--- src/sv/assert_macros.svh ---
// assertion macros used by damped_spring_force
`ifndef ASSERT_MACROS_SVH
`define ASSERT_MACROS_SVH

// plain property, checked on every edge out of reset
`define DSF_ASSERT(label, prop, msg) \
  label: assert property (@(posedge clk) disable iff (!rst_n) prop) else $error(msg);

// antecedent in this cycle, consequent in the next
`define DSF_ASSERT_NXT(label, ante, cons, msg) \
  label: assert property (@(posedge clk) disable iff (!rst_n) (ante) |=> (cons)) else $error(msg);

`endif

--- src/sv/dsf_pkg.sv ---
// types and constants of the damped spring force pipeline
`timescale 1ns / 1ps
package dsf_pkg;

  localparam int unsigned Lanes     = 3;
  localparam int unsigned CoordW    = 32;
  localparam int unsigned DiffW     = CoordW + 1;
  localparam int unsigned ProdW     = 2 * DiffW;
  localparam int unsigned SqW       = ProdW;
  localparam int unsigned DotW      = ProdW + 2;
  localparam int unsigned DotMagW   = ProdW;
  localparam int unsigned LenW      = SqW / 2;
  localparam int unsigned RemSqW    = LenW + 3;
  localparam int unsigned SqrtSteps = LenW;
  localparam int unsigned CfgW      = 32;
  localparam int unsigned FracW     = 16;
  localparam int unsigned DenW      = 2 * LenW + FracW;
  localparam int unsigned QW        = 32;
  localparam int unsigned DivSteps  = QW;
  localparam int unsigned ChunkW    = 33;
  localparam int unsigned NW        = 98;
  localparam int unsigned NsW       = NW + 2;
  localparam int unsigned NMagW     = 3 * ChunkW;
  localparam int unsigned PpW       = 2 * ChunkW;
  localparam int unsigned TW        = 4 * ChunkW;

  localparam logic [CfgW-1:0] StiffRst = 32'd65536;
  localparam logic [CfgW-1:0] RestRst  = 32'd65536;
  localparam logic [CfgW-1:0] DampRst  = 32'd6554;

  localparam logic [QW-1:0] LimPos = 32'h7FFF_FFFF;
  localparam logic [QW-1:0] LimNeg = 32'h8000_0000;

  typedef enum logic [1:0] {
    CFG_STIFF = 2'd0,
    CFG_REST  = 2'd1,
    CFG_DAMP  = 2'd2
  } cfg_idx_t;

  typedef logic signed [DiffW-1:0] diff_t;

  typedef struct packed {
    logic [CfgW-1:0] k;
    logic [CfgW-1:0] rest;
    logic [CfgW-1:0] c;
  } cfg_t;

  typedef struct packed {
    diff_t [Lanes-1:0]      d;
    logic signed [DotW-1:0] dot;
    logic                   zero;
  } sq_side_t;

  typedef struct packed {
    logic [SqW-1:0]    s;
    logic [RemSqW-1:0] rem;
    logic [LenW-1:0]   root;
    sq_side_t          side;
  } sq_data_t;

  typedef struct packed {
    logic [DenW-1:0] rem;
    logic [QW-1:0]   tl;
    logic [QW-1:0]   q;
    logic            ovf;
    logic            neg;
  } dv_lane_t;

  typedef struct packed {
    dv_lane_t [Lanes-1:0] lane;
    logic [DenW-1:0]      den;
    logic                 zero;
  } dv_data_t;

  typedef struct packed {
    logic [Lanes-1:0][QW-1:0] frc;
    logic                     zero;
    logic                     sat;
  } res_t;

endpackage

--- src/sv/dsf_div_cell.sv ---
// one quotient bit of the restoring divider, all three axes side by side
`timescale 1ns / 1ps
module dsf_div_cell (
  input  logic               clk,
  input  logic               rst_n,
  input  logic               en,
  input  logic               in_vld,
  input  dsf_pkg::dv_data_t  in_d,
  output logic               out_vld,
  output dsf_pkg::dv_data_t  out_d
);

  logic                       vld_r, vld_nxt;
  dsf_pkg::dv_data_t          d_r, d_nxt;
  logic [dsf_pkg::DenW:0]     rem2 [dsf_pkg::Lanes];
  logic [dsf_pkg::DenW:0]     sub  [dsf_pkg::Lanes];
  logic [dsf_pkg::Lanes-1:0]  ge;

  always_comb begin
    d_nxt = in_d;
    for (int i = 0; i < dsf_pkg::Lanes; i++) begin
      rem2[i] = {in_d.lane[i].rem, in_d.lane[i].tl[dsf_pkg::QW-1]};
      sub[i]  = rem2[i] - {1'b0, in_d.den};
      ge[i]   = rem2[i] >= {1'b0, in_d.den};
      d_nxt.lane[i].rem = ge[i] ? sub[i][dsf_pkg::DenW-1:0] : rem2[i][dsf_pkg::DenW-1:0];
      d_nxt.lane[i].tl  = {in_d.lane[i].tl[dsf_pkg::QW-2:0], 1'b0};
      d_nxt.lane[i].q   = {in_d.lane[i].q[dsf_pkg::QW-2:0], ge[i]};
    end
    vld_nxt = in_vld;
  end

  always_ff @(posedge clk) begin
    if (!rst_n) begin
      vld_r <= 1'b0;
    end else if (en) begin
      vld_r <= vld_nxt;
    end
  end

  always_ff @(posedge clk) begin
    if (en) begin
      d_r <= d_nxt;
    end
  end

  assign out_vld = vld_r;
  assign out_d   = d_r;

endmodule

--- config.mk ---
export PLATFORM = sky130hd
export DESIGN_NAME = dsf_div_cell
export DESIGN_NICKNAME = d
export VERILOG_FILES = /design/src/sv/assert_macros.svh /design/src/sv/dsf_pkg.sv /design/src/sv/dsf_div_cell.sv
export SDC_FILE = /design/constraint.sdc
export NUM_CORES = 1
export LEC_CHECK = 0
export ABC_AREA = 1
export BUFFER_PORTS_ARGS = -buffer_cell sky130_fd_sc_hd__buf_4
export CAP_MARGIN = 40
export CORE_AREA = 3 3 416 418
export CTS_BUF_LIST = sky130_fd_sc_hd__clkbuf_2 sky130_fd_sc_hd__clkbuf_4 sky130_fd_sc_hd__clkbuf_8
export DETAILED_ROUTE_END_ITERATION = 8
export DIE_AREA = 0 0 419 421
export PLACE_DENSITY = 0.48
export SYNTH_ARGS = -nofsm -noshare
export SYNTH_HDL_FRONTEND = slang
export SYNTH_SLANG_ARGS = --single-unit
export TNS_END_PERCENT = 10
--- constraint.sdc ---
create_clock -name clk -period 3.62 [get_ports clk]
set_clock_uncertainty 0.15 [all_clocks]
set_input_delay 1.086 -clock clk [delete_from_list [all_inputs] [get_ports clk]]
set_output_delay 1.086 -clock clk [all_outputs]
set_load 0.005 [all_outputs]
==> summary.md <==
| Metric | Value |
|---|---|
| Status | completed |
| Avg WL per Cell | roughly 24 um |
| Vias in the first global route | 48000 |
| Gr ovfl total | 0 |
| Asr flop ratio synth | 0 |
| # port buffers | about 1100 |
| Unrepaired setup endpoints after global routing | false |
| Fmax achieved | 298 MHz |
| Hold Buf Count CTS | 0 |
| TritonCTS buffer count | 99 |
| Post-Route WL | between 200000 and 300000 um |
| Most common cell after layout, fill and taps aside | nand2_1 |
| Final worst slack | 264 ps |
| Root buf cell | clkbuf_8 |
| Via count | between 40000 and 50000 |
| Hold Crit Class | in -> reg |
| GP Congestion | around 1 |
| Yosys warnings | 0 |
| VDD IR-drop max | 0.294 mV |
| Total power draw | 23700 uW |
| Max-slew headroom | 0.564 |
| Setup crit end kind | register |
| Share of cells above drive strength 1 | 0.309 |
| Share of the synthesized area in the top cell type | 0.371 |
| Die height | between 400 and 500 um |
| Leak Pwr | 0.0364 uW |
| Routed vias/inst | 4.38 |
| Cell Pwr Density | approximately 350 nW/um2 |
| Initial antenna violation count | 39 |
| CTS tree | built |
| Clock transition at path regs | roughly 70 ps |
| Placed cells | roughly 11000 |
| 1st-pass router iterations | 6 |
| Setup violations, final | 0 |
| Largest buffer count on any clock path | 3 |
| Critical path type | in -> reg |
| Yosys cell types | 36 |
| Worst slack at placement | -507 ps |
| Synthesized area per cell | approximately 6.7 um2 |
| Commonest cells after routing, fill and taps aside | nand2_1 (2756), buf_4 (2367), inv_1 (1219) |
| Die area | roughly 180000 um2 |
| Hold Path Sink | out_d[78] |
| Cells after Synth | 6374 |
| Core area | between 150000 and 200000 um2 |
| Util after Layout | 0.396 |
| Final Max Tran Viols | 0 |
| I/O pins | between 1000 and 1500 |
| Largest area contributor in the netlist | edfxtp_1 |
| First-pass GRT wire length | 361000 um |
| DRC Markers | 0 |
| WHS Path Cells | 1 |
| Synthesized flop and latch total | roughly 530 |
| Register area share after synthesis | 0.371 |
| Clock latency on the worst-skew pair | between 800 and 900 ps |
| Final min period | approximately 3400 ps |
| Hpwl dp | between 200000 and 250000 um |
| Max-cap violations | 0 |
| Reg2reg end | out_vld |
| Cell area after synthesis | between 40000 and 50000 um2 |
| P&R area growth vs syn | 58.2% |
| Final period util | 0.927 |
| Initial DRC count | approximately 3400 |
| Worst r2r src | out_vld |
| Arrival time at the worst endpoint | slightly below 4000 ps |
| Hold path start | in_d[78] |
| Gr usage total | 0.294 |
| Clk sink count | about 530 |
| Ys flop type | edfxtp_1 |
| Setup TNS | 0 ps |
| Critical Path Fanout Max | 41 |
| Routed Antenna Nets | 0 |
| R2R depth | 2 |
| Fill cells | between 15000 and 20000 |
| Critical Path RT | 4160 ps |
| Critical path startpoint category | primary input |
| Final cell count without fillers | approximately 11000 |
| Largest net degree at the start of global routing | 95 |
| # resized after CTS | 0 |
| Final hold viol count | 0 |
| Setup bufs post-CTS | 0 |
| H-tree Lvls | 3 |
| EDFF count, synth | 524 |
| Width of the die | ~420 um |
| Starting Density | 0.250 |
| Largest cells by area after synthesis | edfxtp_1 (37%), nand2_1 (24%), inv_1 (11%), ha_1 (7.3%), nor2_1 (4.8%) |
| Worst Max-Slew Pin Slew | 654 ps |
| Core Rows | 151 |
| Nets | a little under 10000 |
| R2R Setup Slk | around 2800 ps |
[area by class of cell]
class,instances,area (um2),area share
antenna,18,45.0,0.000671
clock buffer,132,1610,0.0240
clock inverter,49,439,0.00654
inverter,1266,4750,0.0708
multi-input combinational,4530,21500,0.320
sequential,525,15800,0.235
tap,2218,2780,0.0413
timing repair buffer,2491,20200,0.302
[power by group]
group / total [uW] / internal, uW / switching (uW)
Combinational: 9590 / 4300 / 5290
Sequential: 7870 / 7580 / 286
Clock: 6260 / 3350 / 2910
Total: 23700 / 15200 / 8480
[worst max path at each step]
stage                   from         end  cells after the start
finish              in_d[11]  out_d[175]                     20
detailed placement   in_d[6]  out_d[373]                     17
CTS                  in_d[6]  out_d[373]                     17
global placement    in_d[35]  out_d[519]                     17
floorplan           in_d[55]  out_d[350]                     16
global route        in_d[27]  out_d[181]                     21
[through the flow]
step	cell area (um2)	hold WS, ps
2_1_floorplan	42400	375
3_3_place_gp	65000	385
3_5_place_dp	65000	387
4_1_cts	67100	111
5_1_grt	67100	154
6_report	67100	209
[critical path, cell delays in order]
cell     delay, ps
buf_4          120
inv_1          370
buf_4          200
ha_1           260
nand2_1        140
inv_1           50
nand2_1         60
nand2_1         60
inv_1           70
nand2_1         50
nand2_1         50
nand3_1        190
nand2_1        180
nand3_2        110
nand2_1        120
nand2_4         90
inv_2          240
buf_12         250
nand2_1         80
nand2_1         90
[flip-flops by register name (all words and copies together), names as in the netlist]
signal   flops
out_d      524
out_vld      1
[kinds of logic (layout without fill, tap and decap cells)]
| logic type | after synthesis | in the layout | share of synthesized area |
|---|---|---|---|
| AND/OR/NAND/NOR | 3782 | 3782 | 0.358 |
| buffers and inverters | 1321 | 3938 | 0.122 |
| flip-flops | 525 | 525 | 0.371 |
| AO/OA/AOI/OAI | 358 | 358 | 0.0461 |
| adder cells (fa/ha/maj) | 249 | 249 | 0.0739 |
| XOR/XNOR | 138 | 138 | 0.0285 |
| other | 1 | 21 | 0.0000884 |
[per-layer routing]
metal	track usage	up-vias	routed length (um)
met1	0.332	22500	103000
met5	0	-	13
met4	0.167	2	17500
met3	0.0405	355	14100
li1	-	24700	-
met2	0.528	1514	134000
[cell usage after synthesis, types with 36 or more instances]
| cell | count |
|---|---|
| a21oi_1 | 232 |
| edfxtp_1 | 524 |
| ha_1 | 246 |
| inv_1 | 1219 |
| inv_2 | 46 |
| nand2_1 | 2756 |
| nand3_1 | 279 |
| nand3b_1 | 36 |
| nor2_1 | 543 |
| nor2_2 | 40 |
| nor3_1 | 42 |
| o21ai_0 | 59 |
| o21bai_1 | 61 |
| xor2_1 | 136 |
(Power assumes the default switching activity.)
