<file path="src/sv/assert_macros.svh">
// assertion macros used by damped_spring_force
`ifndef ASSERT_MACROS_SVH
`define ASSERT_MACROS_SVH

// plain property, checked on every edge out of reset
`define DSF_ASSERT(label, prop, msg) \
  label: assert property (@(posedge clk) disable iff (!rst_n) prop) else $error(msg);

// antecedent in this cycle, consequent in the next
`define DSF_ASSERT_NXT(label, ante, cons, msg) \
  label: assert property (@(posedge clk) disable iff (!rst_n) (ante) |=> (cons)) else $error(msg);

`endif

</file>
<file path="src/sv/dsf_pkg.sv">
// types and constants of the damped spring force pipeline
`timescale 1ns / 1ps
package dsf_pkg;

  localparam int unsigned Lanes     = 3;
  localparam int unsigned CoordW    = 32;
  localparam int unsigned DiffW     = CoordW + 1;
  localparam int unsigned ProdW     = 2 * DiffW;
  localparam int unsigned SqW       = ProdW;
  localparam int unsigned DotW      = ProdW + 2;
  localparam int unsigned DotMagW   = ProdW;
  localparam int unsigned LenW      = SqW / 2;
  localparam int unsigned RemSqW    = LenW + 3;
  localparam int unsigned SqrtSteps = LenW;
  localparam int unsigned CfgW      = 32;
  localparam int unsigned FracW     = 16;
  localparam int unsigned DenW      = 2 * LenW + FracW;
  localparam int unsigned QW        = 32;
  localparam int unsigned DivSteps  = QW;
  localparam int unsigned ChunkW    = 33;
  localparam int unsigned NW        = 98;
  localparam int unsigned NsW       = NW + 2;
  localparam int unsigned NMagW     = 3 * ChunkW;
  localparam int unsigned PpW       = 2 * ChunkW;
  localparam int unsigned TW        = 4 * ChunkW;

  localparam logic [CfgW-1:0] StiffRst = 32'd65536;
  localparam logic [CfgW-1:0] RestRst  = 32'd65536;
  localparam logic [CfgW-1:0] DampRst  = 32'd6554;

  localparam logic [QW-1:0] LimPos = 32'h7FFF_FFFF;
  localparam logic [QW-1:0] LimNeg = 32'h8000_0000;

  typedef enum logic [1:0] {
    CFG_STIFF = 2'd0,
    CFG_REST  = 2'd1,
    CFG_DAMP  = 2'd2
  } cfg_idx_t;

  typedef logic signed [DiffW-1:0] diff_t;

  typedef struct packed {
    logic [CfgW-1:0] k;
    logic [CfgW-1:0] rest;
    logic [CfgW-1:0] c;
  } cfg_t;

  typedef struct packed {
    diff_t [Lanes-1:0]      d;
    logic signed [DotW-1:0] dot;
    logic                   zero;
  } sq_side_t;

  typedef struct packed {
    logic [SqW-1:0]    s;
    logic [RemSqW-1:0] rem;
    logic [LenW-1:0]   root;
    sq_side_t          side;
  } sq_data_t;

  typedef struct packed {
    logic [DenW-1:0] rem;
    logic [QW-1:0]   tl;
    logic [QW-1:0]   q;
    logic            ovf;
    logic            neg;
  } dv_lane_t;

  typedef struct packed {
    dv_lane_t [Lanes-1:0] lane;
    logic [DenW-1:0]      den;
    logic                 zero;
  } dv_data_t;

  typedef struct packed {
    logic [Lanes-1:0][QW-1:0] frc;
    logic                     zero;
    logic                     sat;
  } res_t;

endpackage

</file>
<file path="src/sv/dsf_sqrt_cell.sv">
// one digit step of the integer square root chain
`timescale 1ns / 1ps
module dsf_sqrt_cell (
  input  logic               clk,
  input  logic               rst_n,
  input  logic               en,
  input  logic               in_vld,
  input  dsf_pkg::sq_data_t  in_d,
  output logic               out_vld,
  output dsf_pkg::sq_data_t  out_d
);

  logic                           vld_r, vld_nxt;
  dsf_pkg::sq_data_t              d_r, d_nxt;
  logic [dsf_pkg::RemSqW-1:0]     rem2;
  logic [dsf_pkg::RemSqW-1:0]     trial;
  logic                           ge;

  always_comb begin
    // bring down the next two radicand bits
    rem2  = {in_d.rem[dsf_pkg::RemSqW-3:0], in_d.s[dsf_pkg::SqW-1 -: 2]};
    trial = {1'b0, in_d.root, 2'b01};
    ge    = rem2 >= trial;
    d_nxt      = in_d;
    d_nxt.s    = {in_d.s[dsf_pkg::SqW-3:0], 2'b00};
    d_nxt.rem  = ge ? rem2 - trial : rem2;
    d_nxt.root = {in_d.root[dsf_pkg::LenW-2:0], ge};
    vld_nxt    = in_vld;
  end

  always_ff @(posedge clk) begin
    if (!rst_n) begin
      vld_r <= 1'b0;
    end else if (en) begin
      vld_r <= vld_nxt;
    end
  end

  always_ff @(posedge clk) begin
    if (en) begin
      d_r <= d_nxt;
    end
  end

  assign out_vld = vld_r;
  assign out_d   = d_r;

endmodule

</file>
<file path="config.mk">
export PLATFORM = sky130hd
export DESIGN_NAME = dsf_sqrt_cell
export DESIGN_NICKNAME = d
export VERILOG_FILES = /design/src/sv/assert_macros.svh /design/src/sv/dsf_pkg.sv /design/src/sv/dsf_sqrt_cell.sv
export SDC_FILE = /design/constraint.sdc
export NUM_CORES = 1
export LEC_CHECK = 0
export ABC_AREA = 1
export BUFFER_PORTS_ARGS = -buffer_cell sky130_fd_sc_hd__buf_2
export CAP_MARGIN = 0
export CORE_AREA = 2 2 238 240
export CTS_BUF_LIST = sky130_fd_sc_hd__clkbuf_16
export CTS_CLUSTER_DIAMETER = 80
export DETAILED_ROUTE_END_ITERATION = 7
export DIE_AREA = 0 0 240 242
export GPL_ROUTABILITY_DRIVEN = 0
export PLACE_DENSITY = 0.45
export SLEW_MARGIN = 20
export SYNTH_ARGS = -nofsm -noshare
export SYNTH_HDL_FRONTEND = slang
export SYNTH_SLANG_ARGS = --single-unit
</file>
<file path="constraint.sdc">
create_clock -name clk -period 2.37 [get_ports clk]
set_input_delay 0.237 -clock clk [delete_from_list [all_inputs] [get_ports clk]]
set_output_delay 0.237 -clock clk [all_outputs]
set_load 0.02 [all_outputs]
</file>
==> results of run 1 <==
sequential cells by signal, indices dropped and copies added, names as in the netlist:
register  flops
out_d       301
out_vld       1
timing repair:
item / 4_1_cts / 5_1_grt
resized for setup: 0 / 32
endpoints found under the setup margin: 0 / 36
endpoints found under the hold margin: 296 / 0
hold buffers: 297 / 0
per-layer routing:
metal	up-vias	track usage [%]
li1	5293	-
met1	5209	19.3
met2	421	33.2
met3	150	4.92
met4	18	12.0
met5	-	0
layout by cell type (no fill, tap or decap), drive strengths merged, types with 3 or more instances in the layout:
cell	Yosys	layout
a21oi	29	29
dlygate4sd3	0	295
xor2	18	18
clkbuf	0	40
nand3	38	38
ha	35	35
edfxtp	301	301
buf	9	641
nand4	3	3
o21bai	5	5
inv	139	148
nand2	320	320
nor3	6	6
nand3b	11	11
clkinv	0	17
diode	0	12
o21ai	10	10
nor2	64	64
worst max-delay path, stage by stage:
cell,delay (ns)
dlygate4sd3_1,0.52
buf_2,0.11
inv_1,0.07
ha_4,0.27
buf_4,0.11
nand2_1,0.08
o21bai_1,0.35
a21oi_1,0.08
nand2_1,0.27
nand2_1,0.17
nand2_1,0.09
nand2_1,0.06
nand3_2,0.07
nand2_1,0.04
power by group:
part           leakage, uW  internal (uW)  switching (uW)  total [uW]
Sequential         0.00295           6420             128        6550
Combinational      0.00611           1220            1890        3110
Clock             0.000584           3030            2270        5300
cell families (layout without fill, tap and decap cells):
kind of cell	after synthesis	after routing
fa+ha+maj	35	35
simple gates	444	444
compound gates	46	46
other cells	1	14
buf+inv	148	1146
xor+xnor	19	19
flops	302	302
area by class of cell:
| class | instances | area, um2 | share of cell area [%] |
|---|---|---|---|
| Inverter | 139 | 524 | 2.49 |
| Clock buffer | 38 | 951 | 4.51 |
| Sequential cell | 302 | 9060 | 42.9 |
| Antenna cell | 12 | 30.0 | 0.142 |
| Tap cell | 756 | 946 | 4.48 |
| Multi-Input combinational cell | 546 | 2980 | 14.1 |
| Timing Repair Buffer | 940 | 6420 | 30.4 |
| Clock inverter | 29 | 178 | 0.842 |
how the worst max path moves through the flow:
stage               from              endpoint  slack (ns)  cells past startpoint
6_report       in_d[177]  out_d[230]$_DFFE_PP_        0.13                     14
5_1_grt        in_d[172]  out_d[234]$_DFFE_PP_       0.004                     16
4_1_cts        in_d[185]  out_d[235]$_DFFE_PP_        0.02                     16
3_5_place_dp   in_d[191]  out_d[236]$_DFFE_PP_        0.05                     16
3_3_place_gp   in_d[191]  out_d[236]$_DFFE_PP_        0.04                     16
2_1_floorplan  in_d[185]  out_d[219]$_DFFE_PP_        0.46                     14
through the flow:
stage	std cells	utilization (%)	total power, uW	instance area (um2)
final	2762	37.8	15000	21100
after global routing	2756	37.8	15600	21100
after CTS	2748	37.4	15100	20800
after detailed placement	2384	30.0	9310	16700
after global placement	2384	30.0	9310	16700
after floorplan	996	-	7990	12500
==> results.cfg, run 1 <==
[run_status]
status = finished, final reports clean

[clocking]
htree_levels = 2
cts.sinks = 302
ctsLongestPathBuffers = 3
tritoncts = yes
post_cts_buffers = 0
root_buffer = clkbuf_16
clock_latency_ns = 0.54
clk_pin_slew_ns = 0.05
cts_buffers = 38

[die]
die_area_um2 = 58100
fp.dieH_um = 242
die_w_um = 240
start_util_pct = 22.4
io_pins = 611
core_um2 = 55700
fp-row-count = 87

[logic_synthesis]
syn_area_per_cell_um2 = 12.5
ys_types = 28
synth_compound_area_share_pct = 2.07
synth_top_family_by_area = simple AND/OR/NAND/NOR gates
yosysMostFrequentCell = edfxtp_1
ys_dominant_reg_cell = edfxtp_1
synth_top_area_cell = edfxtp_1
ys_seq_area_share_pct = 72.5
synthTopCellsByCount = 301 x edfxtp_1, 289 x nand2_1, 138 x inv_1
synth_cells = 995
synthAdderAreaFrac_pct = 3.51
synth_area_leaders = edfxtp_1 72%, nand2_1 8.7%, inv_1 4.1%
yosysWarnings = 0
synth_xor_area_share_pct = 1.33
async_flop_share_pct = 0
synthMuxAreaShare_pct = 0
synth_edf_count = 301
synth-seq-cells = 302
synth_top_area_share_pct = 72.4
synth_simple_gate_area_share_pct = 15.5
synth_area_um2 = 12500

[routing]
route.met3.wl_um = 3880
dr.pass1.iters = 5
met2WireLength_um = 28400
drc_errors = 0
routedWlPerCell_um = 20.4
final_antenna_net_count = 0
vias = 11100
wl_met1_um = 20100
viasPerCell = 4.02
dr.first_iter.drc_count = 494
totalWireLength_um = 56500
highest_layer = met5

[worst_setup_path]
r2r-start = out_vld$_SDFFE_PN0P_
cp.required_ns = 2.66
r2r_setup_slack_ns = 1.19
worst_setup_path_start_kind = input port
rr_worst_depth = 3
r2r-end = out_vld$_SDFFE_PN0P_
critPathMaxFanout = 3
worstSetupPathType = input port to register
endpoint_kind = register
arrival_ns = 2.54

[timing]
rsz0062_at_grt = no
hold_ws_ns = 0.0578
worst_clock_skew_ns = 0
fmax_mhz = 446
tns_ns = 0
setup_viol = 0
hold_viol_final = 0
finalCriticalPeriod_ns = 2.24
post-route-period-util_pct = 94.6
final_max_slew_viol_count = 0
setup_ws_ns = 0.127

[global_route]
grt_pass1_wl_um = 78100
grt_max_degree = 73
grtUsageTotal_pct = 18.7
grt_pass1_vias = 11700
antenna_found_initial = 21
gr-total-overflow = 0

[hold_path]
hp-class = input port to register
whs_endpoint = out_d[218]$_DFFE_PP_
holdPathStages = 3
min_from = in_d[216]

[pwr]
p_leak_uw = 0.00964
powerDensity_nw_per_um2 = 710
max-vdd-ir-drop_v = 0.000409

[placed_design]
post-dp-hpwl_um = 44100
io_buffers = 606
place_ws_ns = 0.0546

[layout]
syn2layout_area_growth_pct = 68.9
fillers = 5550
drive_gt1_share_pct = 38.6
fin_nets = 2309

[run]
drv_cap = 0
Power figures use the tool's default switching activity.
==> run 2, diff against run 1 <==
- CORE_AREA: 2 2 238 240 -> 2 2 236 238
- DIE_AREA: 0 0 240 242 -> 0 0 238 240
- PLACE_DENSITY: 0.45 -> 0.46
- REMOVE_ABC_BUFFERS: default -> 1
- clock period: 2.37 -> 2.85 ns (I/O delays scaled with it)
==> run 2 against run 1 <==
  * Cell area decreased by 1.9%
  * Clock power decreased by 4.3%
  * Sequential power decreased by 17%
==> results.cfg, run 2 (same netlist as run 1, synthesis figures left out) <==
[pwr]
internal_power_uw = 9280
comb_power_share_pct = 19.1
power_uw = 13000
max-vdd-ir-drop_v = 0.000432
swShare_pct = 28.6
p_leak_uw = 0.00950
powerDensity_nw_per_um2 = 628
p_sw_uw = 3720
seqPwrFrac_pct = 41.9
p_clk_share_pct = 39.0

[clocking]
clk_pin_slew_ns = 0.06
tritoncts = yes
cts_resized = 0
clock_latency_ns = 0.54
root_buffer = clkbuf_16
cts.sinks = 302
cts_hold_buf = 282
cts_buffers = 40
htree_levels = 2
ctsLongestPathBuffers = 3
post_cts_buffers = 0

[worst_setup_path]
critPathBufInv = 5
arrival_ns = 2.71
crit_path_top_delay_cell = dlygate4sd3_1
critPathTopFamily = buffers and inverters
worst_setup_path_start_kind = input port
cp.required_ns = 3.14
critPathMaxStageDelay_ns = 0.62
cp_cell_sequence = dlygate4sd3_1 > buf_2 > inv_1 > ha_1 > nand2_2 > nor2_4 > nand2_1 > nor2_1 > nand2_1 > nand3_2 > nand3_2 > nand2_2 > inv_2 > buf_4 > nand2_1 > nand2_1
endpoint_kind = register
critPathMaxFanout = 23
cpMostUsedCell = nand2_1
worstSetupPathType = input port to register

[die]
die_area_um2 = 57100
core_um2 = 54700
fp-row-count = 86
io_pins = 611
fp.dieH_um = 240
die_w_um = 238
start_util_pct = 22.8

[placed_design]
dp_cells = 2314
place_ws_ns = 0.453
io_buffers = 606
post-dp-hpwl_um = 44400

[timing]
hold_ws_ns = 0.0429
setup_ws_ns = 0.427
post-route-period-util_pct = 85.0
final_max_slew_viol_count = 0
hold_viol_final = 0
worst_pin_slew_ns = 0.648
fmax_mhz = 413
setup_viol = 0
slew_headroom_pct = 56.8
worst_clock_skew_ns = 0
tns_ns = 0
finalCriticalPeriod_ns = 2.42
rsz0062_at_grt = no

[layout]
fin_nets = 2276
multiInputGateArea_um2 = 2810
largest_register_ffs = 301
layout_common_cells = 605 x buf_2, 301 x edfxtp_1, 289 x nand2_1, 282 x dlygate4sd3_1, 140 x inv_1
layout_commonest_cell = buf_2
fin_cells = 2685
drive_gt1_share_pct = 37.5
seq_area_um2 = 9060
syn2layout_area_growth_pct = 65.6
fillers = 5432

[routing]
viasPerCell = 4.08
vias = 11000
drc_errors = 0
dr.first_iter.drc_count = 469
routedWlPerCell_um = 21.2
final_antenna_net_count = 0
dr.pass1.iters = 7
totalWireLength_um = 56900

[run]
drv_cap = 0

[global_route]
antenna_found_initial = 21
grt_pass1_wl_um = 78000
grt_max_degree = 74
grtUsageTotal_pct = 19.0
gr-total-overflow = 0
grt_pass1_vias = 11500

[hold_path]
hp-class = input port to register

[run_status]
status = finished, final reports clean
-- run 2: cell count changes in the layout (fill, tap and decap cells not counted), sizes merged --
cell,delta
clkbuf,+1
bufinv,+3
clkinv,+1
buf,-18
clkinvlp,+1
diode,+3
inv,-1
dlygate4sd3,-13
dlymetal6s4s,-2
-- run 2: metrics by stage --
stage	util (%)	instance area [um2]
4_1_cts	37.8	20600
5_1_grt	37.8	20700
6_report	37.8	20700
3_5_place_dp	30.2	16500
2_1_floorplan	-	12400
3_3_place_gp	30.2	16500
-- run 2: tightest hold or removal path, stage by stage --
cell,delay (ns)
buf_2,0.09
nand2_1,0.05
nand2_1,0.05
-- run 2: layout make-up --
type | instances | share of cell area, %
sequential | 302 | 43.8
timing repair buffer | 905 | 29.3
multi-input combinational | 546 | 13.6
clock buffer | 41 | 4.96
tap | 704 | 4.26
inverter | 139 | 2.52
clock inverter | 33 | 1.42
antenna | 15 | 0.181
-- run 2: routing by layer --
metal  vias to the layer above  wire, um  GRT usage [%]
li1                       5232         -              -
met1                      5176     20800           20.4
met2                       429     28600           33.9
met3                       115      4120           5.57
met4                        10      3240           10.0
met5                         -        62              0
-- run 2: worst paths after layout --
kind | from | to | slack, ns | cells past startpoint
hold reg to reg | out_vld$_SDFFE_PN0P_ | out_vld$_SDFFE_PN0P_ | 1.09 | 3
setup reg to reg | out_vld$_SDFFE_PN0P_ | out_vld$_SDFFE_PN0P_ | 1.68 | 3
setup / recovery | in_d[182] | out_d[231]$_DFFE_PP_ | 0.43 | 16
hold / removal | in_d[212] | out_d[214]$_DFFE_PP_ | 0.04 | 3
-- run 2: power groups by stage --
stage	registers, uW	clock network, uW	logic (uW)
after global routing	5480	5390	2670
after global placement	5530	0	2170
after CTS	5450	5230	2520
after detailed placement	5530	0	2170
final	5450	5070	2480
after floorplan	6050	0	576
==> run 3, diff against run 2 <==
- ABC_AREA: 1 -> default
- CORE_AREA: 2 2 236 238 -> 2 2 238 240
- DIE_AREA: 0 0 238 240 -> 0 0 240 242
- PLACE_DENSITY: 0.46 -> 0.44
==> run 3 against run 2 <==
  * Cell area shrank 2.2%
  * Highest routed layer unchanged
  * Clock-buffer cell count down 2
  * Non-clock buffer count increased by 53
  * Register-to-register slack is essentially flat
  * Sequential power hardly changed
  * Flip-flop and latch count stayed put
  * Via count fell by 12%
  * Utilization fell by 1.5 points
  * Clock skew unchanged
  * Synthesized area shrank 6.0%
  * Critical path type unchanged
  * Critical endpoint is now out_d[235]$_DFFE_PP_
  * Synthesized cell count down 34%
  * Critical path depth decreased by 4
==> results.cfg, run 3 <==
[logic_synthesis]
yosysWarnings = 0
yosysMostFrequentCell = edfxtp_1
synth_top_area_cell = edfxtp_1
synthTopCellsByCount = 301 x edfxtp_1, 47 x inv_1, 35 x ha_1
synth_cells = 653
async_flop_share_pct = 0
ys_dominant_reg_cell = edfxtp_1
ys_seq_area_share_pct = 77.2
synth_area_leaders = edfxtp_1 77%, ha_1 3.7%, mux2_4 3.3%
ys_types = 65
synth_top_area_share_pct = 77.0
synth_edf_count = 301
synth-seq-cells = 302
syn_area_per_cell_um2 = 18.0
synth_area_um2 = 11700

[placed_design]
io_buffers = 606
dp_cells = 2093
post-dp-hpwl_um = 35900

[global_route]
grt_pass1_wl_um = 65900
grtUsageMet3_pct = 5.20
grtUsageMet1_pct = 15.5
gr-total-overflow = 0
grt_max_degree = 77
grt_pass1_vias = 10300
use_met2_pct = 29.2
top_usage_layer = met2
grtUsageTotal_pct = 15.5
antenna_found_initial = 16

[worst_setup_path]
rr_worst_depth = 3
cpMostUsedCell = a21o_1
worst_setup_path_start_kind = input port
critPathMaxStageDelay_ns = 0.52
r2r-start = out_vld$_SDFFE_PN0P_
cp_cell_sequence = dlygate4sd3_1 > buf_2 > inv_1 > ha_1 > a21o_1 > a21o_1 > a21oi_1 > o21ai_0 > a211oi_1 > o211a_1 > nor4_1 > mux2_4
endpoint = out_d[235]$_DFFE_PP_
critPathMaxFanout = 6
r2r-end = out_vld$_SDFFE_PN0P_
worstSetupPathType = input port to register
arrival_ns = 2.98
endpoint_kind = register
r2r_setup_slack_ns = 1.69
crit_path_top_delay_cell = dlygate4sd3_1
cp.required_ns = 3.14
crit_start = in_d[193]

[timing]
rsz0062_at_grt = no
fmax_mhz = 372
final_max_slew_viol_count = 0
slew_headroom_pct = 51.5
setup_viol = 0
finalCriticalPeriod_ns = 2.69
hold_ws_ns = 0.0451
worst_clock_skew_ns = 0
hold_viol_final = 0
worst_pin_slew_ns = 0.727
post-route-period-util_pct = 94.4

[die]
die_area_um2 = 58100
die_w_um = 240
core_um2 = 55700
start_util_pct = 21.1
io_pins = 611
fp-row-count = 87
fp.dieH_um = 242

[routing]
routedWlPerCell_um = 19.4
dr.first_iter.drc_count = 400
vias = 9609
drc_errors = 0
totalWireLength_um = 47100
viasPerCell = 3.95
dr.pass1.iters = 7
final_antenna_net_count = 0

[hold_path]
hp-class = input port to register

[layout]
layout_commonest_cell = buf_2
fin_nets = 1983
drive_gt1_share_pct = 48.0
layout_common_cells = 605 x buf_2, 301 x edfxtp_1, 264 x dlygate4sd3_1, 84 x buf_4, 51 x inv_1
largest_register_ffs = 301
syn2layout_area_growth_pct = 72.4
fillers = 5497
fin_cells = 2431

[clocking]
cts_buffers = 38
cts.sinks = 302
tritoncts = yes
post_cts_buffers = 0
htree_levels = 2
clk_pin_slew_ns = 0.05
ctsLongestPathBuffers = 3
root_buffer = clkbuf_16
clock_latency_ns = 0.54

[pwr]
powerDensity_nw_per_um2 = 626
p_leak_uw = 0.00883
max-vdd-ir-drop_v = 0.000404

[run]
drv_cap = 0

[run_status]
status = finished, final reports clean
run 3: timing repair:
action | in CTS | in global routing
resized for setup | 0 | 2
setup endpoints to repair | 0 | 4
hold buffers | 264 | 0
hold endpoints to repair | 263 | 0
run 3: worst min path at each step:
| stage | slack [ns] | depth (start not counted) | start | endpoint |
|---|---|---|---|---|
| 5_1_grt | 0.02 | 2 | in_d[181] | out_d[182]$_DFFE_PP_ |
| 3_3_place_gp | 0.46 | 1 | in_d[85] | out_d[85]$_DFFE_PP_ |
| 2_1_floorplan | 0.38 | 0 | in_d[0] | out_d[0]$_DFFE_PP_ |
| 4_1_cts | 0.0003 | 2 | in_d[181] | out_d[182]$_DFFE_PP_ |
| 6_report | 0.05 | 2 | in_d[181] | out_d[182]$_DFFE_PP_ |
| 3_5_place_dp | 0.46 | 1 | in_d[68] | out_d[68]$_DFFE_PP_ |
run 3: routing by layer:
layer | vias up | share of wire (%)
li1 | 4491 | -
met1 | 4640 | 35
met2 | 370 | 53
met3 | 92 | 7.9
met4 | 16 | 3.8
met5 | - | 0.24
run 3: through the flow:
| stage | util, % | setup WS (ns) | area (um2) | power [uW] | setup TNS (ns) |
|---|---|---|---|---|---|
| 2_1_floorplan | - | -0.184 | 11600 | 6630 | -4.67 |
| 3_3_place_gp | 29.3 | -0.353 | 16300 | 7720 | -10.53 |
| 3_5_place_dp | 29.3 | -0.383 | 16300 | 7720 | -11.27 |
| 4_1_cts | 36.3 | 0.102 | 20200 | 12900 | 0 |
| 5_1_grt | 36.3 | 0.00442 | 20200 | 13200 | 0 |
| 6_report | 36.3 | 0.159 | 20200 | 12700 | 0 |
run 3: critical path: cells and delay by family:
family | cells | cell delay [ns]
buffers and inverters | 3 | 0.69
AOI/OAI and AO/OA | 6 | 1.31
adders and majority gates | 1 | 0.37
muxes | 1 | 0.26
and+or+nand+nor | 1 | 0.05
run 3: cells by family (layout without fill, tap and decap cells):
family / after synthesis / after routing / synth area share (%)
adder cells (fa/ha/maj): 35 / 35 / 3.73
other: 1 / 7 / 0.0319
flip-flops: 302 / 302 / 77.2
buffers and inverters: 59 / 1075 / 2.55
AND/OR/NAND/NOR: 91 / 91 / 3.94
AO/OA/AOI/OAI: 99 / 99 / 6.11
XOR/XNOR: 31 / 31 / 2.31
multiplexers: 35 / 35 / 4.15
run 3: report_power, final:
group	leakage (uW)	internal (uW)	switching, uW	total (uW)
sequential	0.00295	5350	104	5450
clock	0.000611	2790	1960	4750
combinational	0.00527	1090	1370	2470
total	0.00883	9230	3440	12700
run 3: layout make-up:
class / count / area (um2) / share of cell area, %
Clock buffer: 39 / 976 / 4.82
Timing Repair Buffer: 958 / 6400 / 31.6
Sequential cell: 302 / 9060 / 44.8
Antenna cell: 5 / 12.5 / 0.0618
Clock inverter: 30 / 263 / 1.30
Inverter: 48 / 196 / 0.971
Multi-Input combinational cell: 293 / 2380 / 11.8
Tap cell: 756 / 946 / 4.68
